--- config.mk ---
export PLATFORM = sky130hd
export DESIGN_NAME = swcr_mul
export DESIGN_NICKNAME = d
export VERILOG_FILES = /design/src/rtl/core/swcr_pkg.sv /design/src/rtl/core/swcr_mul.sv
export SDC_FILE = /design/constraint.sdc
export NUM_CORES = 1
export LEC_CHECK = 0
export CAP_MARGIN = 30
export CORE_MARGIN = 4
export CORE_UTILIZATION = 50
export CTS_BUF_LIST = sky130_fd_sc_hd__clkbuf_8
export CTS_CLUSTER_SIZE = 16
export DETAILED_ROUTE_END_ITERATION = 7
export DONT_BUFFER_PORTS = 1
export GPL_TIMING_DRIVEN = 0
export PLACE_DENSITY = 0.68
export SYNTH_ARGS = -nofsm -noshare
export SYNTH_HDL_FRONTEND = slang
export SYNTH_SLANG_ARGS = --single-unit
--- constraint.sdc ---
create_clock -name clk -period 4.7 [get_ports clk]
set_clock_uncertainty 0.1 [all_clocks]
set_input_delay 0.47 -clock clk [delete_from_list [all_inputs] [get_ports clk]]
set_output_delay 0.47 -clock clk [all_outputs]
set_load 0.05 [all_outputs]
--- src/rtl/core/swcr_pkg.sv ---
// Shared widths, codes and unit handshake types of the sliding-window clock regression.
package swcr_pkg;

  localparam int MAX_WINDOW = 16;
  localparam int IDX_W      = $clog2(MAX_WINDOW);
  localparam int CNT_W      = $clog2(MAX_WINDOW + 1);

  localparam int T_W    = 62;
  localparam int FD_W   = 20;
  localparam int X_W    = 24;
  localparam int Y_W    = 32;
  localparam int CORR_W = 21;
  localparam int RES_W  = 63;
  localparam int WL_W   = 5;
  localparam int SP_W   = 11;

  localparam int SX_W   = 29;
  localparam int SY_W   = 37;
  localparam int SXY_W  = 61;
  localparam int SXX_W  = 53;

  localparam int K_W    = 55;
  localparam int NUM_W  = 66;
  localparam int Q_W    = 83;
  localparam int E_W    = 85;

  // serial multiplier: signed A times unsigned B, one bit of B per cycle
  localparam int MUL_A_W   = 82;
  localparam int MUL_B_W   = 30;
  localparam int PROD_W    = MUL_A_W + MUL_B_W;
  localparam int MUL_CNT_W = $clog2(MUL_B_W);

  // serial restoring divider: one quotient bit per cycle
  localparam int DIV_N_W   = 82;
  localparam int DIV_D_W   = 58;
  localparam int DIV_CNT_W = $clog2(DIV_N_W);

  localparam int KDIV = 1000;

  typedef enum logic [1:0] {
    OP_WALL  = 2'd0,
    OP_PHASE = 2'd1,
    OP_CORR  = 2'd2,
    OP_CLEAR = 2'd3
  } op_t;

  typedef enum logic [1:0] {
    CFG_WINDOW_LENGTH = 2'd0,
    CFG_SYNC_PERIOD   = 2'd1,
    CFG_WALL_BASE     = 2'd2,
    CFG_KERNEL_BASE   = 2'd3
  } cfg_idx_t;

  typedef struct packed {
    logic                      start;
    logic signed [MUL_A_W-1:0] a;
    logic [MUL_B_W-1:0]        b;
  } mul_req_t;

  typedef struct packed {
    logic                     done;
    logic signed [PROD_W-1:0] product;
  } mul_rsp_t;

  typedef struct packed {
    logic               start;
    logic [DIV_N_W-1:0] num;
    logic [DIV_D_W-1:0] den;
  } div_req_t;

  typedef struct packed {
    logic               done;
    logic [DIV_N_W-1:0] quo;
    logic [DIV_D_W-1:0] rem;
  } div_rsp_t;

endpackage

--- src/rtl/core/swcr_mul.sv ---
// Bit-serial shift-add multiplier: signed multiplicand, unsigned multiplier.
module swcr_mul import swcr_pkg::*; (
  input  logic     clk,
  input  logic     rst_n,
  input  mul_req_t req,
  output mul_rsp_t rsp
);

  logic signed [PROD_W-1:0] acc_r, acc_nxt;
  logic signed [PROD_W-1:0] mcand_r, mcand_nxt;
  logic [MUL_B_W-1:0]       mplier_r, mplier_nxt;
  logic [MUL_CNT_W-1:0]     cnt_r, cnt_nxt;
  logic                     busy_r, busy_nxt;
  logic                     done_r, done_nxt;

  always_comb begin
    acc_nxt    = acc_r;
    mcand_nxt  = mcand_r;
    mplier_nxt = mplier_r;
    cnt_nxt    = cnt_r;
    busy_nxt   = busy_r;
    done_nxt   = 1'b0;
    if (req.start) begin
      acc_nxt    = '0;
      mcand_nxt  = PROD_W'(req.a);
      mplier_nxt = req.b;
      cnt_nxt    = MUL_CNT_W'(MUL_B_W - 1);
      busy_nxt   = 1'b1;
    end else if (busy_r) begin
      if (mplier_r[0]) begin
        acc_nxt = acc_r + mcand_r;
      end
      mcand_nxt  = mcand_r <<< 1;
      mplier_nxt = mplier_r >> 1;
      cnt_nxt    = cnt_r - 1'b1;
      if (cnt_r == '0) begin
        busy_nxt = 1'b0;
        done_nxt = 1'b1;
      end
    end
  end

  always_ff @(posedge clk) begin
    if (!rst_n) begin
      busy_r <= 1'b0;
      done_r <= 1'b0;
    end else begin
      busy_r <= busy_nxt;
      done_r <= done_nxt;
    end
  end

  always_ff @(posedge clk) begin
    acc_r    <= acc_nxt;
    mcand_r  <= mcand_nxt;
    mplier_r <= mplier_nxt;
    cnt_r    <= cnt_nxt;
  end

  assign rsp.done    = done_r;
  assign rsp.product = acc_r;

`ifndef SYNTH
  a_no_restart: assert property (@(posedge clk) disable iff (!rst_n)
    req.start |-> !busy_r) else $error("multiplier started while busy");
  a_done_after_busy: assert property (@(posedge clk) disable iff (!rst_n)
    done_r |-> $past(busy_r) && !busy_r) else $error("multiplier done without a run");
`endif

endmodule

# After elaboration in Yosys (flattened, before gate mapping)

Index checks and enable logic that the tools add are counted.

Logic and storage cells: 22
Output and inout bits: 113
Register bits after elaboration: 261

Reduce and logical (&&, ||, !) cells: 4
Add/subtract/negate cells: 2
Bitwise operators: 2
Muxes and demuxes: 8

Operators with widths:

| operator            | number |
|---|---|
| $mux 112            | 2 |
| $add 112x112->112   | 1 |
| $mux 30             | 2 |
| $logic_not 5->1     | 1 |
| $sub 5x1->5 const B | 1 |
| $mux 1              | 4 |
| $reduce_or 3->1     | 1 |
| $not 1->1           | 2 |
| $reduce_and 2->1    | 1 |
| $reduce_bool 2->1   | 1 |

# Logic depth before layout (Yosys ltp)

Gate-level depths: netlist of the first run.

Word-level depth: 4
Depth in mapped cells: 13
Gate-level depth less buffers: 13

# Worst setup path after synthesis of the first run

Ideal clock, no wire load.

Kind: register to register
Start: register acc_r[0]
End: register acc_r[104]
Path buffers: 0
Setup slack: 1018 ps
Arrival time: 3519 ps
Stages on the path, launching flop included: 14
Data required time: 4537 ps
Cell sequence: dfxtp_1 > ha_1 > fa_1 > a211oi_1 > o31ai_4 > nand4b_2 > nand2_2 > a41oi_4 > o41ai_4 > a21oi_2 > o31ai_4 > a31oi_1 > or4_1 > nand3_1

Longest elaborated chain between the ends: 1

RTL lines:

| item                   | line           | RTL |
|---|---|---|
| start, declared        | swcr_mul.sv:9  | `logic signed [PROD_W-1:0] acc_r, acc_nxt;` |
| start signal, assigned | swcr_mul.sv:54 | `acc_r <= acc_nxt;` |
| $add 112x112->112      | swcr_mul.sv:31 | `acc_nxt = acc_r + mcand_r;` |

Every way passes these cells.
A chain may end at the register's enable or synchronous reset.

# Final worst setup path of the first run

Start: register acc_r[8]
End: register acc_r[111]

Same word-level chain as after synthesis.

==> results of run 1 <==
## path summary, 6_finish.rpt
kind	endpoint	slack, ns	cells after the start
worst min-delay path	mcand_r[111]	0.06	2
worst max register to register	acc_r[111]	0.11	12
worst min register to register	cnt_r[3]	0.40	2
worst max-delay path	acc_r[111]	0.11	12
## registers in the layout, summed over array words and instances, names as in the netlist
register	count
mcand_r	112
cnt_r	5
done_r	1
busy_r	1
mplier_r	30
acc_r	112
## metal layers
| layer | up-vias | global-route usage [%] | share of wire (%) |
|---|---|---|---|
| li1 | 7383 | - | - |
| met1 | 7313 | 39.14 | 44 |
| met2 | 585 | 44.68 | 44 |
| met3 | 87 | 7.019 | 8.7 |
| met4 | 4 | 9.956 | 3.2 |
| met5 | - | 0 | 0.038 |
## layout by cell type (no fill, tap or decap), types with 14 or more instances in the layout
cell type / synthesis / routed
xor2_1: 33 / 33
nand4_1: 48 / 48
a21o_1: 47 / 47
nand3_1: 36 / 36
xnor2_1: 58 / 58
clkbuf_8: 0 / 52
or3_1: 14 / 14
clkbuf_1: 95 / 95
nor3_1: 27 / 27
edfxtp_1: 142 / 142
nand2_1: 267 / 267
a31oi_1: 15 / 15
ha_1: 112 / 112
mux2_2: 110 / 110
inv_1: 61 / 82
o21ai_0: 162 / 162
a21oi_1: 220 / 219
and3_1: 16 / 16
o21bai_1: 29 / 29
dfxtp_1: 119 / 104
dfxtp_2: 0 / 15
nor2_1: 122 / 122
a211oi_1: 17 / 17
dlygate4sd3_1: 0 / 112
## final cells by class
| type | count | area [sq um] | area share, % |
|---|---|---|---|
| diodes | 3 | 7.507 | 0.03805 |
| inverters | 63 | 236.5 | 1.199 |
| clock inverters | 38 | 186.4 | 0.9450 |
| flip-flops and latches | 261 | 6665 | 33.78 |
| well taps | 448 | 560.5 | 2.841 |
| repair buffers | 120 | 1232 | 6.247 |
| clock buffers | 52 | 715.7 | 3.628 |
| plain buffers | 101 | 384.1 | 1.947 |
| multi-input cells | 1491 | 9741 | 49.37 |
## cells by family after synthesis
| kind of cell | synth area share (%) |
|---|---|
| AOI/OAI and AO/OA | 21.09 |
| xor gates and xnor gates | 4.691 |
| and+or+nand+nor | 15.61 |
| buffers and inverters | 3.653 |
| DFF | 39.12 |
| muxes | 7.468 |
| adders and majority gates | 8.366 |
## power breakdown
group | switching [mW] | total [mW] | leakage [nW] | internal (mW)
registers | 0.442 | 3.10 | 2.41 | 2.66
clock network | 1.03 | 2.06 | 0.532 | 1.03
logic | 1.10 | 1.77 | 4.90 | 0.679
## stage by stage
step / total power, mW / hold slack (ns) / area [sq um]
2_1_floorplan: 4.332 / 0.3567 / 16990
3_3_place_gp: 4.761 / 0.3782 / 17550
3_5_place_dp: 4.792 / 0.3781 / 17630
4_1_cts: 6.945 / 0.005550 / 19670
5_1_grt: 7.296 / 0.05417 / 19730
6_report: 6.936 / 0.05865 / 19730
## what timing repair did
item,CTS,global route
hold endpoints to repair,113,0
resized for setup,5,14
setup endpoints to repair,5,13
gates cloned,0,0
hold buffers,112,0
setup buffers,2,0
pin swaps,1,0
==> summary.md, run 1 <==
| Metric | Value |
|---|---|
| Worst-path maximum fanout | 5 |
| Filler cells | roughly 3,000 |
| Sinks on Clock Net | between 200 and 300 |
| Number of synthesized flops with an enable pin | roughly 140 |
| Share of the synthesized area in the top cell type | 25.10% |
| CTS tree | done |
| Most frequent cell after synthesis | nand2_1 |
| Die W | a little under 200 um |
| Remaining routing DRC violations | 0 |
| Row Count | 67 |
| Leak pwr | roughly 7.8 nW |
| Final setup TNS | 0 ns |
| Max Clock Freq | 0.2180 GHz |
| Sequential area share after synthesis | roughly 40% |
| Wire per inst | ~21 um |
| Syn_nets | around 2,100 |
| Final Wtd Congestion | 0.9448 |
| Grt ovf | 0 |
| NumNets Final | around 2,300 |
| Layout area overhead | 16.13% |
| Crit path launch type | register |
| Worst-Skew Late Latency | 0.64 ns |
| Core area | ~0.034 sq mm |
| Drt total wl | between 50 and 60 mm |
| # IOs | about 230 |
| Synth Instances | 1,916 |
| Vias in the first global route | 14,634 |
| Layout cells sized above 1 | about a tenth |
| IO buf count | 0 |
| Final non-filler cell total | 2,577 |
| Post-route clock period utilization | between 90% and 100% |
| Reg clk slew, reported paths | 0.06 ns |
| CP bufs+invs | 0 |
| H-tree Lvls | 2 |
| Worst VDD drop | between 0.2 and 0.25 mV |
| Outcome | finished, final reports clean |
| Dpl cells | ~2,400 |
| Finished Core Util | between 50% and 60% |
| Final Slew Violations | 0 |
| Number of routed nets with antenna violations | 0 |
| Min Tclk post-route | roughly 4.6 ns |
| Initial Utilization | 50.66% |
| Hold_sp | req[111] |
| Dominant synthesized flop cell | edfxtp_1 |
| Largest net degree at the start of global routing | 53 |
| WS Path Type | register to register |
| Worst slew margin | ~29% |
| WP data required | approximately 5 ns |
| Total of max-cap violations | 0 |
| RSZ-0062 raised after global routing | false |
| Netlist cell types | 73 |
| CP arrival | 5.01 ns |
| Via-to-Cell Ratio | roughly 6.0 |
| Syn_area_per_cell | 8.867 sq um |
| RR Startpoint | acc_r[8] |
| Inserted Clock Buffers | 48 |
| Root cell of the clock tree | clkbuf_8 |
| Top cells by area, synth | edfxtp_1, dfxtp_1, ha_1 |
| Final hold violation count | 0 |
| Die area | roughly 0.037 sq mm |
| GRT Total Usage | roughly 29% |
| Iter 0 DRT Violations | around 1,100 |
| Worst slack, placed | -0.1006 ns |
| Slowest stage delay, CP | between 0.6 and 0.7 ns |
| Commonest cells post-synth | nand2_1, a21oi_1, o21ai_0 |
| Worst-margin pin slew | about 1.1 ns |
| Top cell by count, worst path | a211oi_1 |
| Synth warn | 0 |
| PD cells | 351.6 mW/mm^2 |
| Mapped cell area | ~0.017 sq mm |
| Async S/R FF share, synth | 0% |
| First-pass DRT Iterations | 7 |
| Crit end category | register |
| Initial antenna violation count | 5 |
| Clk buf depth | 3 |
| Crit-path cells | ha_1 > a21oi_1 > o21ai_0 > a32o_1 > a211oi_2 > a211oi_1 > o211ai_1 > a211oi_1 > o311a_1 > o21a_1 > nor3_1 > mux2_2 |
| Final setup vio count | 0 |
| Slowest CP cell | dfxtp_1 |
| CP startpoint | acc_r[8] |
| Crit path max-delay family | compound AO/OA/AOI/OAI gates |
| Synth Register Bits | ~260 |
| First-pass GRT wire length | approximately 83 mm |
| Area leader, netlist | edfxtp_1 |
| Min setup slack post-route | about 0.11 ns |
| Min-Delay Path Class | input port to register |
| Routed vias | about 15,000 |
| Die Y | roughly 190 um |
| HPWL Detailed | 40.72 mm |
Power figures use the tool's default switching activity.
==> run 2: changes to the inputs <==
- ABC_AREA: not set -> 1
- CORE_MARGIN: 4 -> 5
==> run 2 against run 1 <==
Net effect: cell count rose by 81%; synthesized cell count is 100% higher; first-iteration DRC count is 120% higher; global-route usage rose by 5.4 points; core utilization decreased by 1.8 points; maximum frequency is 30% higher; largest power group unchanged.
==> summary.md, run 2 <==
| Metric | Value |
|---|---|
| GRT Total Usage | 34.04% (+5.4 points) |
| Power, Total | 7.330 mW (+5.7%) |
| Commonest non-fill, non-tap cell in the layout | nand2_1 |
| Via-to-Cell Ratio | 5.037 (-16%) |
| Total of max-cap violations | 0 (unchanged) |
| Wire per inst | 18.76 um (-11%) |
| Slowest stage delay, CP | 0.50 ns (-0.17 ns) |
| Flop pwr share | 42.2% (-2.5 points) |
| Final setup TNS | 0 ns (unchanged) |
| Min-Delay Path Class | input port to register |
| Initial Utilization | 50.56% (-0.11 points) |
| Crit-path cells | ha_1 > fa_1 > nand2_1 > nand3_1 > and2_1 > nand2_1 > nand3_2 > nand2_1 > nand2_1 > nand2_1 > nand3_1 > nand2_1 > nand3_1 > nand2_1 > inv_1 |
| Row Count | 77 (+15%) |
| Sinks on Clock Net | 261 (unchanged) |
| Commonest cells post-synth | nand2_1, inv_1, nor2_1 |
| Worst slack, placed | 1.275 ns (+1.375 ns) |
| Synth Register Bits | 261 (unchanged) |
| Worst slew margin | 33.51% (+4.0 points) |
| WP data required | 5.12 ns (about the same) |
| NumNets Final | 4,257 (+84%) |
| # IOs | 228 (unchanged) |
| Most frequent cells in the layout | nand2_1, inv_1, nor2_1 |
| Sequential area share after synthesis | 29.66% (-9.5 points) |
| Die Y | 221.7 um (+15%) |
| Slowest CP cell | dfxtp_1 |
| Largest net degree at the start of global routing | 71 (+34%) |
| Final non-filler cell total | 4,659 (+81%) |
| Number of synthesized flops with an enable pin | 142 (unchanged) |
| Post-route clock period utilization | 75.29% (-22 points) |
| Dominant synthesized flop cell | edfxtp_1 |
| RR Startpoint | acc_r[0] |
| Top flop regs | acc_r (112), mcand_r (112), mplier_r (30) |
| WS Path Type | register to register |
| Worst hold path depth | 2 (unchanged) |
| Top cells by area, synth | nand2_1, edfxtp_1, inv_1 |
| First-pass DRT Iterations | 6 (-1) |
| First-pass GRT wire length | 128.6 mm (+54%) |
| Net Sw Frac | 40.72% (+3.7 points) |
| Clk buf depth | 3 (unchanged) |
| Dpl cells | 4,462 (+88%) |
| Initial antenna violation count | 1 (-4) |
| Inserted Clock Buffers | 45 (-6.3%) |
| Async S/R FF share, synth | 0% (unchanged) |
| Finished Core Util | 56.99% (-1.8 points) |
| Outcome | finished, final reports clean |
| Final Wtd Congestion | 1.061 (+12%) |
| Min Tclk post-route | 3.538 ns (-1.049 ns) |
| GRT busiest layer | met2 |
| Crit end category | register |
| Syn_nets | 4,092 (+91%) |
| Synth warn | 0 (unchanged) |
| Grt ovf | 0 (unchanged) |
| Final Slew Violations | 0 (unchanged) |
| CP arrival | 3.96 ns (-1.05 ns) |
| Comb pwr share | 30.1% (+4.5 points) |
| Area of the multi-input gates | 0.01251 sq mm (+28%) |
| Area occupied by registers | 0.006646 sq mm (-0.28%) |
| Worst-margin pin slew | 0.9974 ns (-0.05657 ns) |
| Number of routed nets with antenna violations | 0 (unchanged) |
| Layout area overhead | 12.72% |
| Clock power share | 27.8% (-1.9 points) |
| Leak pwr | 14.60 nW (+86%) |
| Area after DPL | 0.02327 sq mm (+32%) |
| Hold_sp | req[111] |
| Met3 usage | 6.607% (-0.41 points) |
| Sw Pwr | 2.984 mW (+16%) |
| H-tree Lvls | 2 (unchanged) |
| R2R setup slack | 1.16 ns (+1.05 ns) |
| Met1 Usage GRT | 49.56% (+10 points) |
| Min setup slack post-route | 1.162 ns (+1.049 ns) |
| WHS | 0.04355 ns (-0.01510 ns) |
| CTS tree | done |
| Syn_area_per_cell | 5.799 sq um (-35%) |
| Worst-path maximum fanout | 4 (-1) |
| Core area | 0.04432 sq mm (+32%) |
| Final hold violation count | 0 (unchanged) |
| Synth Instances | 3,864 (+100%) |
| Reg-to-Reg End | acc_r[100] |
| Mapped cell area | 0.02241 sq mm (+32%) |
| Min-Delay Endpoint | mcand_r[111] |
| Netlist cell types | 40 (-45%) |
| Max Clock Freq | 0.2826 GHz (+30%) |
| RSZ-0062 raised after global routing | false |
| HPWL Detailed | 72.24 mm (+77%) |
| Layout cells sized above 1 | 4.624% (-5.8 points) |
| Die area | 0.04915 sq mm (+33%) |
| IO buf count | 0 (unchanged) |
| Final setup vio count | 0 (unchanged) |
| CP startpoint | acc_r[0] |
| Remaining routing DRC violations | 0 (unchanged) |
| Filler cells | 4,570 (+53%) |
| Root cell of the clock tree | clkbuf_8 |
| Share of the synthesized area in the top cell type | 27.57% (+2.5 points) |
| Final instance area | 0.02526 sq mm (+28%) |
| Worst VDD drop | 0.2955 mV (+32%) |
| Vias in the first global route | 21,350 (+46%) |
| Routed vias | 23,468 (+53%) |
| Die W | 221.7 um (+15%) |
| Top cell by count, worst path | nand2_1 |
| Most frequent cell after synthesis | nand2_1 |
| Area leader, netlist | nand2_1 |
| Crit path launch type | register |
| Reg clk slew, reported paths | 0.06 ns (about the same) |
| Worst-Skew Late Latency | 0.65 ns (about the same) |
| Cell internal pwr | 4.345 mW (-0.59%) |
| Iter 0 DRT Violations | 2,340 (+120%) |
| PD cells | 290.2 mW/mm^2 (-17%) |
| Global Route met2 Usage | 51.66% (+7.0 points) |
| CP bufs+invs | 1 (+1) |
| Drt total wl | 87.38 mm (+60%) |
| Crit path max-delay family | simple AND/OR/NAND/NOR gates |
| Worst r2r path cells | 15 (+3) |
run 2: logic make-up after synthesis:
| group | synth area share [%] |
|---|---|
| compound gates | 4.892 |
| xor+xnor | 2.033 |
| fa+ha+maj | 6.344 |
| buf+inv | 14.56 |
| flops | 29.66 |
| simple gates | 42.51 |
run 2: timing repair:
item | CTS | global route
hold endpoints to repair | 113 | 0
hold buffers | 112 | 0
setup buffers | 0 | 0
gates resized for setup | 0 | 0
setup endpoints to repair | 0 | 0
run 2: how the worst max path moves through the flow:
stage | to | slack, ns | depth (start not counted)
2_1_floorplan | mcand_r[0] | 0.18 | 3
3_3_place_gp | mcand_r[111] | -2.53 | 3
3_5_place_dp | acc_r[100] | 1.27 | 15
4_1_cts | acc_r[100] | 1.23 | 15
5_1_grt | acc_r[100] | 0.97 | 15
6_report | acc_r[100] | 1.16 | 15
run 2: layer usage:
metal / part of all wire, % / vias to the layer above
li1: - / 11879
met1: 45 / 10538
met2: 42 / 928
met3: 10 / 123
met4: 3.0 / 0
met5: 0 / -
run 2: worst register-to-register path, delay by kind of cell, from the launching register on:
family,cells,cell delay (ns)
fa+ha+maj,2,0.81
flops,1,0.50
buf+inv,1,0.04
simple gates,12,1.96
run 2: power groups by stage:
| stage | sequential [mW] | clock [mW] | combinational (mW) |
|---|---|---|---|
| 6_report | 3.09 | 2.03 | 2.20 |
| 5_1_grt | 3.11 | 2.19 | 2.44 |
| 4_1_cts | 3.09 | 2.08 | 2.14 |
| 3_5_place_dp | 3.14 | 0 | 2.06 |
| 3_3_place_gp | 3.15 | 0 | 2.03 |
| 2_1_floorplan | 3.07 | 0 | 1.44 |
run 2: layout make-up:
class                           instances  area share, %
Tap cell                              592          2.933
Clock buffer                           48          2.616
Clock inverter                         36         0.8025
Buffer                                 68          1.025
Inverter                              800          11.89
Antenna cell                            1       0.009908
Sequential cell                       261          26.32
Timing Repair Buffer                  118          4.895
Multi-Input combinational cell       2735          49.51
