## src/rtl/core/swcr_pkg.sv

```systemverilog
// Shared widths, codes and unit handshake types of the sliding-window clock regression.
package swcr_pkg;

  localparam int MAX_WINDOW = 16;
  localparam int IDX_W      = $clog2(MAX_WINDOW);
  localparam int CNT_W      = $clog2(MAX_WINDOW + 1);

  localparam int T_W    = 62;
  localparam int FD_W   = 20;
  localparam int X_W    = 24;
  localparam int Y_W    = 32;
  localparam int CORR_W = 21;
  localparam int RES_W  = 63;
  localparam int WL_W   = 5;
  localparam int SP_W   = 11;

  localparam int SX_W   = 29;
  localparam int SY_W   = 37;
  localparam int SXY_W  = 61;
  localparam int SXX_W  = 53;

  localparam int K_W    = 55;
  localparam int NUM_W  = 66;
  localparam int Q_W    = 83;
  localparam int E_W    = 85;

  // serial multiplier: signed A times unsigned B, one bit of B per cycle
  localparam int MUL_A_W   = 82;
  localparam int MUL_B_W   = 30;
  localparam int PROD_W    = MUL_A_W + MUL_B_W;
  localparam int MUL_CNT_W = $clog2(MUL_B_W);

  // serial restoring divider: one quotient bit per cycle
  localparam int DIV_N_W   = 82;
  localparam int DIV_D_W   = 58;
  localparam int DIV_CNT_W = $clog2(DIV_N_W);

  localparam int KDIV = 1000;

  typedef enum logic [1:0] {
    OP_WALL  = 2'd0,
    OP_PHASE = 2'd1,
    OP_CORR  = 2'd2,
    OP_CLEAR = 2'd3
  } op_t;

  typedef enum logic [1:0] {
    CFG_WINDOW_LENGTH = 2'd0,
    CFG_SYNC_PERIOD   = 2'd1,
    CFG_WALL_BASE     = 2'd2,
    CFG_KERNEL_BASE   = 2'd3
  } cfg_idx_t;

  typedef struct packed {
    logic                      start;
    logic signed [MUL_A_W-1:0] a;
    logic [MUL_B_W-1:0]        b;
  } mul_req_t;

  typedef struct packed {
    logic                     done;
    logic signed [PROD_W-1:0] product;
  } mul_rsp_t;

  typedef struct packed {
    logic               start;
    logic [DIV_N_W-1:0] num;
    logic [DIV_D_W-1:0] den;
  } div_req_t;

  typedef struct packed {
    logic               done;
    logic [DIV_N_W-1:0] quo;
    logic [DIV_D_W-1:0] rem;
  } div_rsp_t;

endpackage

```

## src/rtl/core/swcr_div.sv

```systemverilog
// Serial restoring divider: one quotient bit per cycle, unsigned operands.
module swcr_div import swcr_pkg::*; (
  input  logic     clk,
  input  logic     rst_n,
  input  div_req_t req,
  output div_rsp_t rsp
);

  logic [DIV_N_W-1:0]   quo_r, quo_nxt;
  logic [DIV_D_W-1:0]   rem_r, rem_nxt;
  logic [DIV_D_W-1:0]   den_r, den_nxt;
  logic [DIV_CNT_W-1:0] cnt_r, cnt_nxt;
  logic                 busy_r, busy_nxt;
  logic                 done_r, done_nxt;
  logic [DIV_D_W:0]     rem_sh;
  logic [DIV_D_W:0]     rem_diff;
  logic                 fits;

  assign rem_sh   = {rem_r, quo_r[DIV_N_W-1]};
  assign rem_diff = rem_sh - {1'b0, den_r};
  assign fits     = rem_sh >= {1'b0, den_r};

  always_comb begin
    quo_nxt  = quo_r;
    rem_nxt  = rem_r;
    den_nxt  = den_r;
    cnt_nxt  = cnt_r;
    busy_nxt = busy_r;
    done_nxt = 1'b0;
    if (req.start) begin
      quo_nxt  = req.num;
      rem_nxt  = '0;
      den_nxt  = req.den;
      cnt_nxt  = DIV_CNT_W'(DIV_N_W - 1);
      busy_nxt = 1'b1;
    end else if (busy_r) begin
      rem_nxt = fits ? rem_diff[DIV_D_W-1:0] : rem_sh[DIV_D_W-1:0];
      quo_nxt = {quo_r[DIV_N_W-2:0], fits};
      cnt_nxt = cnt_r - 1'b1;
      if (cnt_r == '0) begin
        busy_nxt = 1'b0;
        done_nxt = 1'b1;
      end
    end
  end

  always_ff @(posedge clk) begin
    if (!rst_n) begin
      busy_r <= 1'b0;
      done_r <= 1'b0;
    end else begin
      busy_r <= busy_nxt;
      done_r <= done_nxt;
    end
  end

  always_ff @(posedge clk) begin
    quo_r <= quo_nxt;
    rem_r <= rem_nxt;
    den_r <= den_nxt;
    cnt_r <= cnt_nxt;
  end

  assign rsp.done = done_r;
  assign rsp.quo  = quo_r;
  assign rsp.rem  = rem_r;

`ifndef SYNTH
  a_div_no_restart: assert property (@(posedge clk) disable iff (!rst_n)
    req.start |-> !busy_r) else $error("divider started while busy");
`endif

endmodule

```

## config.mk

```make
export PLATFORM = sky130hd
export DESIGN_NAME = swcr_div
export DESIGN_NICKNAME = d
export VERILOG_FILES = /design/src/rtl/core/swcr_pkg.sv /design/src/rtl/core/swcr_div.sv
export SDC_FILE = /design/constraint.sdc
export NUM_CORES = 1
export LEC_CHECK = 0
export BUFFER_PORTS_ARGS = -buffer_cell sky130_fd_sc_hd__buf_2
export CORE_MARGIN = 2
export CORE_UTILIZATION = 55
export CTS_CLUSTER_SIZE = 20
export DETAILED_ROUTE_END_ITERATION = 8
export GPL_TIMING_DRIVEN = 1
export PLACE_DENSITY = 0.79
export REMOVE_ABC_BUFFERS = 1
export SKIP_CTS_REPAIR_TIMING = 1
export SLEW_MARGIN = 20
export SYNTH_ARGS = -nofsm -noshare
export SYNTH_HDL_FRONTEND = slang
export SYNTH_SLANG_ARGS = --single-unit
```

## constraint.sdc

```tcl
create_clock -name clk -period 3.69 [get_ports clk]
set_input_delay 0.738 -clock clk [delete_from_list [all_inputs] [get_ports clk]]
set_output_delay 0.738 -clock clk [all_outputs]
set_load 0.005 [all_outputs]
```

After elaboration in Yosys (flattened, before gate mapping)
Index checks and enable logic that the tools add are counted.
- add/subtract/negate cells: 2
- magnitude comparators: 1
- mux-type cells: 7
- bitwise logic cells: 2
- reductions and logical operators: 3
- operators with widths (kind ; number):
    82-bit 2-to-1 mux ; 2
    59-bit by 58-bit greater-or-equal comparator with 1-bit output ; 1
    58-bit 2-to-1 mux ; 1
    58-bit subtractor ; 1
    7-bit logical NOT ; 1
    7-bit by 1-bit subtractor with 7-bit output (second input constant) ; 1
    1-bit 2-to-1 mux ; 4
    3-bit OR reduction ; 1
    1-bit NOT ; 2
    2-bit nonzero test ; 1
- bits in registers: 207
- input bits: 143
- output and inout bits: 141
- word-level logic and storage cells: 21

Longest topological paths before layout
Gate-level depths: netlist (run 1).
- word-level depth: 4
- depth in mapped cells: 14
- depth with buffers taken out: 14

Worst setup path after synthesis (run 1)
No wires, ideal clock.
- path kind: in2reg
- from: input port req[140] in the netlist's numbering
- to: register quo_r[0] (enable)
- arrival: 2574 ps
- path slack: 680 ps
- stages on the path: 3
- path through: buf_4 > nor2_1 > inv_1
- longest elaborated chain between the ends: 1
- ends and longest elaborated chain (item ; line ; source):
    from (decl) ; swcr_div.sv:5 ; input div_req_t req,
    2-bit nonzero test (no source line) ; n/a ;
    to (signal assigned) ; swcr_div.sv:58 ; quo_r <= quo_nxt;
    to (decl) ; swcr_div.sv:9 ; logic [DIV_N_W-1:0] quo_r, quo_nxt;
Every way passes these cells.
A chain may end at the register's enable or synchronous reset.

Worst setup path after layout (run 1)
- from: register quo_r[81]
- to: register rem_r[54]
- longest elaborated chain between the ends: 2
- elaborated cells between the ends (all ways): 3
- classes of those cells: add/sub: 1; order compare: 1; mux: 1
- ends and longest elaborated chain (item ; line ; source):
    58-bit subtractor or 59-bit by 58-bit greater-or-equal comparator with 1-bit output (tied branches) ; swcr_div.sv:20, swcr_div.sv:21 ;
    58-bit 2-to-1 mux * ; swcr_div.sv:37 ; rem_nxt = fits ? rem_diff[DIV_D_W-1:0] : rem_sh[DIV_D_W-1:0];
    to (signal assigned) ; swcr_div.sv:59 ; rem_r <= rem_nxt;
    to (decl) ; swcr_div.sv:10 ; logic [DIV_D_W-1:0] rem_r, rem_nxt;
Every way passes the cells marked *; elsewhere a longest branch is shown, timed or not.

==> results of run 1 <==
-- cell families (layout without fill, tap and decap cells) --
kind of cell               count (synthesis)  in the layout
and+or+nand+nor                          286            286
adders and majority gates                 61             61
buffers and inverters                    160            419
AOI/OAI and AO/OA                        302            302
xor gates and xnor gates                  60             60
muxes                                    103            103
DFF                                      207            207
-- worst max-delay path, cell delays in order, from the launching register on --
cell	delay [ns]
edfxtp_1	0.40
inv_1	0.08
ha_1	0.17
inv_1	0.06
fa_1	0.41
a21o_1	0.22
a221oi_2	0.41
or4_1	0.21
nand4_1	0.11
nand3_1	0.16
nand3_1	0.15
a21oi_1	0.40
or3_1	0.18
nand4_1	0.09
a311oi_1	0.27
-- power breakdown --
part	internal, W	switching, W
Combinational	0.000703	0.000962
Sequential	0.00272	0.000135
Clock	0.00159	0.000945
-- through the flow --
stage / setup WS, ns / setup TNS [ns] / total power, W / utilization (%) / hold slack [ns]
final: 0.304 / 0 / 0.00706 / 66.0 / 0.391
after CTS: 0.347 / 0 / 0.00709 / 66.0 / 0.376
after global routing: 0.0200 / 0 / 0.00737 / 66.0 / 0.380
after detailed placement: 0.365 / 0 / 0.00454 / 62.1 / 0.497
after floorplan: -0.836 / -68.57 / 0.00394 / - / 0.464
after global placement: 0.475 / 0 / 0.00451 / 62.1 / 0.482
-- area by class of cell --
cell class	instances	area, um2	area share (%)
inverter	81	305	2.13
timing repair buffer	294	1520	10.6
tap	280	350	2.45
multi-input combinational	812	5740	40.1
clock buffer	33	696	4.86
clock inverter	11	151	1.06
sequential	207	5550	38.8
-- flip-flops by register name, summed over array words and instances, names as in the netlist --
name and cells:
den_r 58, rem_r 58, quo_r 82, done_r 1, busy_r 1, cnt_r 7
-- metal layers --
layer / up-vias / GRT usage (%)
li1: 4777 / -
met1: 4671 / 34.7
met2: 404 / 47.0
met3: 63 / 6.77
met4: 6 / 8.32
met5: - / 0
-- how the worst min path moves through the flow --
stage	startpoint	end
final	req[15]	den_r[15]$_DFFE_PP_
after detailed placement	cnt_r[6]$_SDFFE_PP1P_	cnt_r[6]$_SDFFE_PP1P_
after global routing	req[13]	den_r[13]$_DFFE_PP_
after floorplan	cnt_r[6]$_SDFFE_PP1P_	cnt_r[6]$_SDFFE_PP1P_
after CTS	req[15]	den_r[15]$_DFFE_PP_
after global placement	rem_r[33]$_SDFFE_PP0P_	rem_r[33]$_SDFFE_PP0P_
-- layout by cell type, fill, tap and decap left out, drive strengths merged, types with 3 or more instances in the layout --
cell type / n
nor2: 121
ha: 60
a21o: 36
a311oi: 3
nor4: 7
nor3: 8
o21a: 11
a21oi: 101
bufinv: 4
a31oi: 13
or4: 4
or3: 3
nand4: 28
a21boi: 5
xnor2: 34
inv: 79
clkbuf: 33
nand2b: 7
and3: 9
dfxtp: 67
a211o: 3
a211oi: 50
a32oi: 4
clkinv: 8
nand3: 15
buf: 294
mux2i: 21
and4: 4
nor3b: 3
o21ai: 38
nor2b: 4
o31ai: 3
and2: 4
mux2: 82
o21bai: 9
nand2: 62
xor2: 26
edfxtp: 140
o211ai: 7
==> reports/results.tsv, run 1 <==
stage	metric	value	unit
grt	largest net degree at the start of global routing	103	
floorplan	# IOs	284	
floorplan	Initial Util	55.8	%
floorplan	CORE AREA	0.0217	mm2
placed_design	HPWL after DPL	24.4	mm
critical_path	worst r2r src	quo_r[81]$_DFFE_PP_	
sta	fmax	295	MHz
drt	DR top layer	met5	
synth	post-synthesis sequential area ratio	45.8	%
grt	global-route wire length before repair	51.9	mm
critical_path	launch point of the worst path	quo_r[81]$_DFFE_PP_	
clock_network	Reg clk slew, reported paths	0.06	ns
synth	main combinational cell family by area after synthesis	compound AO/OA/AOI/OAI gates	
drt	metal2 WL	15.9	mm
sta	worst-margin pin slew	1.05	ns
critical_path	Worst R2R Setup Slack	0.30	ns
synth	xor/xnor share of the synthesized area	4.34	%
synth	most common cell in the synthesized netlist	edfxtp_1	
power_and_ir_drop	P_leak	6.30	nW
critical_path	Setup crit start kind	flip-flop	
clock_network	H-tree levels	1	
floorplan	Die W	152	um
sta	Final Hold Vio Count	0	
synth	Yosys top cell area share	34.7	%
cells_and_area	Final Cell Area	0.0143	mm2
synth	post-synthesis cell type count	75	
sta	post-layout min period	3.39	ns
drt	via/cell ratio	5.77	
drt	routed length on met3	2.65	mm
power_and_ir_drop	Worst VDD drop	0.453	mV
synth	Synth Flop Type	edfxtp_1	
cells_and_area	Area growth syn-to-layout	18.2	%
synth	top cells by area, synth	edfxtp_1 35%, dfxtp_1 11%, mux2_2 7.6%	
clock_network	root buffer cell	clkbuf_16	
drt	Detail Route Antenna Nets	0	
min_path	hold depth	1	
grt	gr usage total	27.5	%
placed_design	DP Cell Count	1674	
grt	vias in the first global route	9805	
synth	Compound-Gate Fraction of Synth Area	16.2	%
drt	Detailed Routing Iterations Pass 1	5	
critical_path	reg2reg end	rem_r[54]$_SDFFE_PP0P_	
synth	Warnings, synthesis	0	
cells_and_area	Diodes inserted	0	
synth	multiplexer share of the synthesized area	9.36	%
cells_and_area	fill cell count	1767	
cells_and_area	layout cell share with drive strength beyond 1	29.6	%
synth	simple-gate share of the synthesized area	11.2	%
drt	Post-route DRC	0	
drt	M1 WL	13.3	mm
critical_path	WP data arrival	3.81	ns
drt	first-iteration detailed-routing DRC count	552	
floorplan	row cnt	54	
critical_path	Worst EP required	4.11	ns
min_path	HP Class	input port to flip-flop	
clock_network	clk buf depth	3	
drt	Routed WL	32.8	mm
critical_path	capture point of the worst path	rem_r[54]$_SDFFE_PP0P_	
synth	syn avg cell area	10.3	um2
placed_design	number of I/O port buffers	283	
synth	EDFF count, synth	140	
drt	WL/cell	19.1	um
flow_run	max_cap viols	0	
sta	Worst slew margin	30.0	%
grt	grt total ovfl	0	
floorplan	die area	0.0232	mm2
sta	clk_skew	0.0107	ns
critical_path	r2r worst-path depth	14	
synth	Post-Synth Adder-Cell Area	6.37	%
sta	setup violators final	0	
placed_design	Post-DP Area	0.0135	mm2
run_status	status	finished clean	
synth	async set-reset flop share out of synthesis	0	%
sta	crit share post-route	91.8	%
sta	RSZ-0062 raised after global routing	no	
sta	Pins Over Slew Limit	0	
power_and_ir_drop	power per cell area	493	mW/mm2
critical_path	Setup CP Type	flip-flop to flip-flop	
synth	post-synth top area cell	edfxtp_1	
critical_path	Crit Path Max Fanout	4	
placed_design	final RePlAce weighted congestion	0.940	
synth	Commonest cells post-synth	140 x edfxtp_1, 119 x nor2_1, 101 x a21oi_1, 82 x mux2_2, 79 x inv_1	
critical_path	Setup crit end kind	flip-flop	
clock_network	total CTS buffers	24	
clock_network	CTS tree	done	
synth	Mapped Area	0.0121	mm2
synth	Gate Count Post-Synth	1179	
cells_and_area	Finished Layout Cells	1718	
drt	via count	9921	
cells_and_area	Layout Nets	1624	
clock_network	Sink Count	207	
clock_network	worst skew pair latency	0.52	ns
floorplan	die extent in y	152	um
grt	antenna violations before repair	6	
synth	flops & latches, synth	207	
(Power assumes the default switching activity.)
==> run 2, diff against run 1 <==
--- a/config.mk
+++ b/config.mk
@@ -5,9 +5,10 @@
 export SDC_FILE = /design/constraint.sdc
 export NUM_CORES = 1
 export LEC_CHECK = 0
+export ABC_AREA = 1
 export BUFFER_PORTS_ARGS = -buffer_cell sky130_fd_sc_hd__buf_2
 export CORE_MARGIN = 2
-export CORE_UTILIZATION = 55
+export CORE_UTILIZATION = 56
 export CTS_CLUSTER_SIZE = 20
 export DETAILED_ROUTE_END_ITERATION = 8
 export GPL_TIMING_DRIVEN = 1
==> run 2 against run 1 <==
Synthesized cell count increased by 77%. Sequential power is 4% lower. First-iteration DRC count rose by 130%. Combinational power is 57% lower. Register-to-register slack improved by 0.42 ns. Fmax up 14%. Utilization up 1.2 points. Critical path type unchanged. Critical endpoint is now rem_r[16]$_SDFFE_PP0P_. Largest cell class unchanged.
==> reports/results.tsv, run 2 <==
stage	metric	value	unit
critical_path	cell repeated most along the worst path	nand2_1	
floorplan	die extent in y	161	um
critical_path	WP data arrival	3.39	ns
power_and_ir_drop	Worst VDD drop	0.318	mV
placed_design	final RePlAce weighted congestion	0.976	
clock_network	total CTS buffers	24	
cells_and_area	final design utilization	67.2	%
sta	clk_skew	0.0175	ns
cells_and_area	Largest regs	quo_r x82, den_r x58, rem_r x58	
sta	worst-margin pin slew	0.893	ns
clock_network	clk buf depth	3	
grt	vias in the first global route	13120	
drt	Detail Route Antenna Nets	0	
synth	EDFF count, synth	140	
clock_network	Reg clk slew, reported paths	0.06	ns
sta	Worst slew margin	40.5	%
cells_and_area	Layout Nets	2555	
synth	Commonest cells post-synth	937 x nand2_1, 405 x inv_1, 140 x edfxtp_1, 135 x nand3_1, 100 x nor2_1	
clock_network	H-tree levels	1	
floorplan	Initial Util	57.0	%
grt	largest net degree at the start of global routing	77	
cells_and_area	commonest cells after routing, fill and taps aside	937 x nand2_1, 403 x inv_1, 282 x buf_2	
cells_and_area	layout cell share with drive strength beyond 1	14.8	%
synth	Yosys top cell area share	30.3	%
cells_and_area	Finished Layout Cells	2694	
synth	post-synthesis cell type count	38	
drt	Detailed Routing Iterations Pass 1	6	
grt	global-route wire length before repair	68.8	mm
floorplan	Die W	161	um
synth	Synth Flop Type	edfxtp_1	
synth	post-synthesis sequential area ratio	40.0	%
synth	flops & latches, synth	207	
flow_run	max_cap viols	0	
power_and_ir_drop	power per cell area	353	mW/mm2
floorplan	row cnt	57	
critical_path	Setup crit start kind	flip-flop	
critical_path	Setup crit end kind	flip-flop	
sta	RSZ-0062 raised after global routing	no	
sta	fmax	337	MHz
grt	grt total ovfl	0	
critical_path	CP peak stage delay	0.59	ns
clock_network	Sink Count	207	
floorplan	CORE AREA	0.0243	mm2
cells_and_area	commonest non-fill, non-tap cell in the layout	nand2_1	
clock_network	worst skew pair latency	0.54	ns
synth	syn avg cell area	6.66	um2
critical_path	Worst EP required	4.11	ns
placed_design	DP Cell Count	2649	
drt	Post-route DRC	0	
cells_and_area	Area growth syn-to-layout	17.8	%
sta	post-layout min period	2.97	ns
sta	worst hold margin	0.371	ns
cells_and_area	largest reg by FF count	quo_r	
placed_design	HPWL after DPL	34.7	mm
sta	Pins Over Slew Limit	0	
drt	via count	13708	
synth	Warnings, synthesis	0	
synth	top cells by area, synth	edfxtp_1 30%, nand2_1 25%, inv_1 11%	
drt	Routed WL	44.7	mm
power_and_ir_drop	P_leak	9.28	nW
critical_path	Slowest cell on crit path	buf_4	
cells_and_area	number of flip-flops in the largest register	82	
synth	Gate Count Post-Synth	2082	
synth	async set-reset flop share out of synthesis	0	%
sta	Final Hold Vio Count	0	
synth	post-synth top area cell	edfxtp_1	
min_path	HP Class	input port to flip-flop	
clock_network	CTS tree	done	
clock_network	root buffer cell	clkbuf_16	
sta	setup violators final	0	
grt	gr usage total	33.7	%
sta	crit share post-route	80.5	%
drt	first-iteration detailed-routing DRC count	1269	
floorplan	die area	0.0260	mm2
synth	most common cell in the synthesized netlist	nand2_1	
synth	Mapped Area	0.0139	mm2
drt	via/cell ratio	5.09	
floorplan	# IOs	284	
sta	setup TNS	0	ns
critical_path	Critical Path, Cell by Cell	ha_1, a21oi_1, nand2_1, nand2_1, nand2_1, nand2_1, nand2_1, nand2_1, nand2_2, nor2_4, buf_4, nand3_1, nand3_1, o21ai_0	
placed_design	number of I/O port buffers	283	
run_status	status	finished clean	
critical_path	Crit Path Max Fanout	60	
grt	antenna violations before repair	2	
critical_path	Setup CP Type	flip-flop to flip-flop	
drt	WL/cell	16.6	um
-- run 2: changes by cell type after synthesis, moves of 50 or more --
cell and change:
a211oi_1 -50, nand2_1 +875, nand3_1 +121, mux2_2 -82, a21oi_1 -62, inv_1 +326
-- run 2: power by group --
part           leakage (nW)  switching, W  internal, W  total (W)
logic                  6.96      0.000451     0.000267   0.000718
registers              1.95     0.0000810      0.00266    0.00274
clock network         0.370      0.000980      0.00133    0.00231
-- run 2: final cells by class --
class	count	area [um2]
Fill cell	2206	7980
Multi-Input combinational cell	1418	6570
Sequential cell	207	5550
Timing Repair Buffer	293	1530
Inverter	407	1530
Clock buffer	34	668
Tap cell	324	405
Clock inverter	10	90.1
Antenna cell	1	2.50
-- run 2: final timing paths --
check / startpoint / end / slack [ns] / cells after the start
worst max-delay path: rem_r[45]$_SDFFE_PP0P_ / rem_r[16]$_SDFFE_PP0P_ / 0.72 / 14
worst min-delay path: req[3] / den_r[3]$_DFFE_PP_ / 0.37 / 1
worst max register to register: rem_r[45]$_SDFFE_PP0P_ / rem_r[16]$_SDFFE_PP0P_ / 0.72 / 14
worst min register to register: rem_r[32]$_SDFFE_PP0P_ / rem_r[32]$_SDFFE_PP0P_ / 0.49 / 2
-- run 2: logic make-up after synthesis --
group	after synthesis	synth area share (%)
simple gates	1244	36.7
fa+ha+maj	61	5.56
compound gates	82	3.04
xor+xnor	31	1.96
buf+inv	457	12.7
flops	207	40.0
-- run 2: per-stage QoR --
step / total power [W] / setup slack [ns] / cell area, um2
2_1_floorplan: 0.00314 / -0.434 / 13600
3_3_place_gp: 0.00348 / 0.854 / 15600
3_5_place_dp: 0.00350 / 0.749 / 15600
4_1_cts: 0.00579 / 0.720 / 16300
5_1_grt: 0.00597 / 0.526 / 16300
6_report: 0.00578 / 0.720 / 16300
-- run 2: critical path: cells and delay by family (launching register included) --
kind,cells,cell delay (ns)
simple gates,10,1.10
buf+inv,1,0.59
compound gates,2,0.42
fa+ha+maj,1,0.37
flops,1,0.34
-- run 2: layer usage --
metal	up-vias	global-route usage (%)	routed length (um)
li1	6897	-	-
met1	6138	44.1	18500
met2	577	56.3	20900
met3	94	4.75	3400
met4	2	13.6	1860
met5	-	0	8
==> run 3, diff against run 2 <==
==> constraint.sdc (replaced) <==
create_clock -name clk -period 2.8 [get_ports clk]
set_input_delay 0.56 -clock clk [delete_from_list [all_inputs] [get_ports clk]]
set_output_delay 0.56 -clock clk [all_outputs]
set_load 0.005 [all_outputs]
==> run 3 against run 2 <==
Sequential cell count unchanged. Global-route usage decreased by 0.21 points. Setup slack got worse by 0.52 ns. Utilization increased by 0.56 points. Critical path type unchanged. Critical endpoint unchanged.
==> reports/results.tsv, run 3 (synthesis gave the netlist of run 2 again) <==
stage	metric	value	unit
grt	antenna violations before repair	2	
critical_path	r2r worst-path depth	12	
clock_network	root buffer cell	clkbuf_16	
power_and_ir_drop	P_leak	9.37	nW
critical_path	worst r2r src	rem_r[1]$_SDFFE_PP0P_	
critical_path	Critical Path, Cell by Cell	ha_1, nand2_1, nand3_1, nand2_1, nand3_2, nand2_1, nand2_1, nand3_4, buf_16, nand3_1, nand3_1, o21ai_0	
clock_network	H-tree levels	1	
critical_path	Crit Path Max Fanout	60	
critical_path	Setup CP Type	flip-flop to flip-flop	
run_status	status	finished clean	
floorplan	die extent in y	161	um
sta	Pins Over Slew Limit	0	
cells_and_area	Layout Nets	2565	
critical_path	cell repeated most along the worst path	nand2_1	
cells_and_area	Final Cell Area	0.0165	mm2
clock_network	worst skew pair latency	0.53	ns
drt	first-iteration detailed-routing DRC count	1343	
cells_and_area	Area growth syn-to-layout	18.8	%
floorplan	# IOs	284	
drt	via count	13784	
critical_path	Setup crit start kind	flip-flop	
power_and_ir_drop	cell internal pwr	0.00567	W
critical_path	Worst R2R Setup Slack	0.20	ns
sta	Worst slew margin	60.1	%
sta	Final Hold Vio Count	0	
critical_path	Slowest cell on crit path	ha_1	
min_path	hold path endpoint	den_r[1]$_DFFE_PP_	
min_path	hold depth	1	
drt	Detailed Routing Iterations Pass 1	6	
clock_network	clk buf depth	3	
cells_and_area	Largest regs	quo_r x82, den_r x58, rem_r x58	
cells_and_area	multi-input logic area	0.00658	mm2
placed_design	number of I/O port buffers	283	
clock_network	Reg clk slew, reported paths	0.06	ns
grt	grt total ovfl	0	
power_and_ir_drop	clock power share	40.3	%
sta	RSZ-0062 raised after global routing	no	
sta	clk_skew	0.0212	ns
placed_design	final RePlAce weighted congestion	0.982	
floorplan	die area	0.0260	mm2
cells_and_area	fill cell count	2215	
sta	worst-margin pin slew	0.599	ns
placed_design	HPWL after DPL	34.5	mm
grt	gr usage total	33.5	%
power_and_ir_drop	switching pwr	0.00200	W
cells_and_area	commonest non-fill, non-tap cell in the layout	nand2_1	
power_and_ir_drop	Power Total	0.00767	W
clock_network	total CTS buffers	23	
critical_path	Setup crit end kind	flip-flop	
power_and_ir_drop	Comb pwr share	12.5	%
floorplan	Die W	161	um
sta	fmax	385	MHz
power_and_ir_drop	Worst VDD drop	0.419	mV
cells_and_area	layout cell share with drive strength beyond 1	15.3	%
floorplan	row cnt	57	
cells_and_area	largest reg by FF count	quo_r	
floorplan	Initial Util	57.0	%
drt	WL/cell	16.4	um
flow_run	max_cap viols	0	
cells_and_area	commonest cells after routing, fill and taps aside	937 x nand2_1, 403 x inv_1, 282 x buf_2	
sta	crit share post-route	92.9	%
critical_path	reg2reg end	rem_r[16]$_SDFFE_PP0P_	
clock_network	Sink Count	207	
drt	Detail Route Antenna Nets	0	
sta	post-layout min period	2.60	ns
grt	global-route wire length before repair	68.4	mm
critical_path	Worst EP required	3.21	ns
drt	Routed WL	44.2	mm
grt	largest net degree at the start of global routing	64	
power_and_ir_drop	power per cell area	465	mW/mm2
grt	vias in the first global route	13222	
min_path	HP Start	req[1]	
critical_path	launch point of the worst path	rem_r[1]$_SDFFE_PP0P_	
power_and_ir_drop	switching share of power	26.1	%
cells_and_area	register area	0.00555	mm2
min_path	HP Class	input port to flip-flop	
critical_path	WP data arrival	3.01	ns
floorplan	CORE AREA	0.0243	mm2
clock_network	CTS tree	done	
drt	via/cell ratio	5.10	
power_and_ir_drop	power share of the sequential group	47.1	%
cells_and_area	number of flip-flops in the largest register	82	
drt	Post-route DRC	0	
placed_design	Post-DP Area	0.0157	mm2
critical_path	CP peak stage delay	0.41	ns
sta	setup violators final	0	
[run 3: changes by cell type in the layout (fill, tap and decap cells not counted), sizes merged]
cell	previous run	this run
bufinv	1	3
clkbuf	34	28
inv	407	408
clkinv	8	9
buf	293	304
[run 3: power by group through the flow]
stage | Sequential [W] | Combinational (W) | Clock (W)
floorplan | 0.00366 | 0.000476 | 0
global placement | 0.00367 | 0.000935 | 0
detailed placement | 0.00367 | 0.000951 | 0
CTS | 0.00361 | 0.000955 | 0.00313
global route | 0.00363 | 0.00106 | 0.00324
finish | 0.00362 | 0.000961 | 0.00309
[run 3: layer usage]
layer	GRT usage [%]	share of wire (%)
met5	0	0.056
met1	43.4	42
met3	6.60	8.5
met2	55.9	46
met4	11.8	3.7
[run 3: worst max-delay path by stage]
stage,end,slack (ns),depth (start not counted)
3_5_place_dp,rem_r[56]$_SDFFE_PP0P_,0.16,17
3_3_place_gp,rem_r[56]$_SDFFE_PP0P_,0.19,17
5_1_grt,rem_r[14]$_SDFFE_PP0P_,0.01,13
6_report,rem_r[16]$_SDFFE_PP0P_,0.20,12
4_1_cts,rem_r[9]$_SDFFE_PP0P_,0.15,16
2_1_floorplan,quo_r[0]$_DFFE_PP_,-1.15,2
[run 3: worst max-delay path: cells and delay by family (launching register included)]
kind,cells,cell delay (ns)
AO/OA/AOI/OAI,1,0.09
adder cells (fa/ha/maj),1,0.41
buffers and inverters,1,0.28
flip-flops,1,0.35
AND/OR/NAND/NOR,9,1.28
[run 3: cell type report]
cell class,instances,area share (%)
diodes,1,0.0152
flip-flops and latches,207,33.6
multi-input cells,1418,39.9
clock buffers,28,3.61
well taps,324,2.46
inverters,407,9.29
clock inverters,14,0.941
repair buffers,304,10.1
[run 3: per-stage QoR]
| step | TNS (ns) | hold slack (ns) | worst slack, ns | std cells | util [%] |
|---|---|---|---|---|---|
| final | 0 | 0.196 | 0.200 | 2703 | 67.8 |
| after global routing | 0 | 0.181 | 0.0119 | 2702 | 67.8 |
| after CTS | 0 | 0.181 | 0.152 | 2702 | 67.7 |
| after detailed placement | 0 | 0.474 | 0.164 | 2660 | 64.6 |
| after global placement | 0 | 0.462 | 0.191 | 2660 | 64.6 |
| after floorplan | -122.24 | 0.443 | -1.15 | 2032 | - |
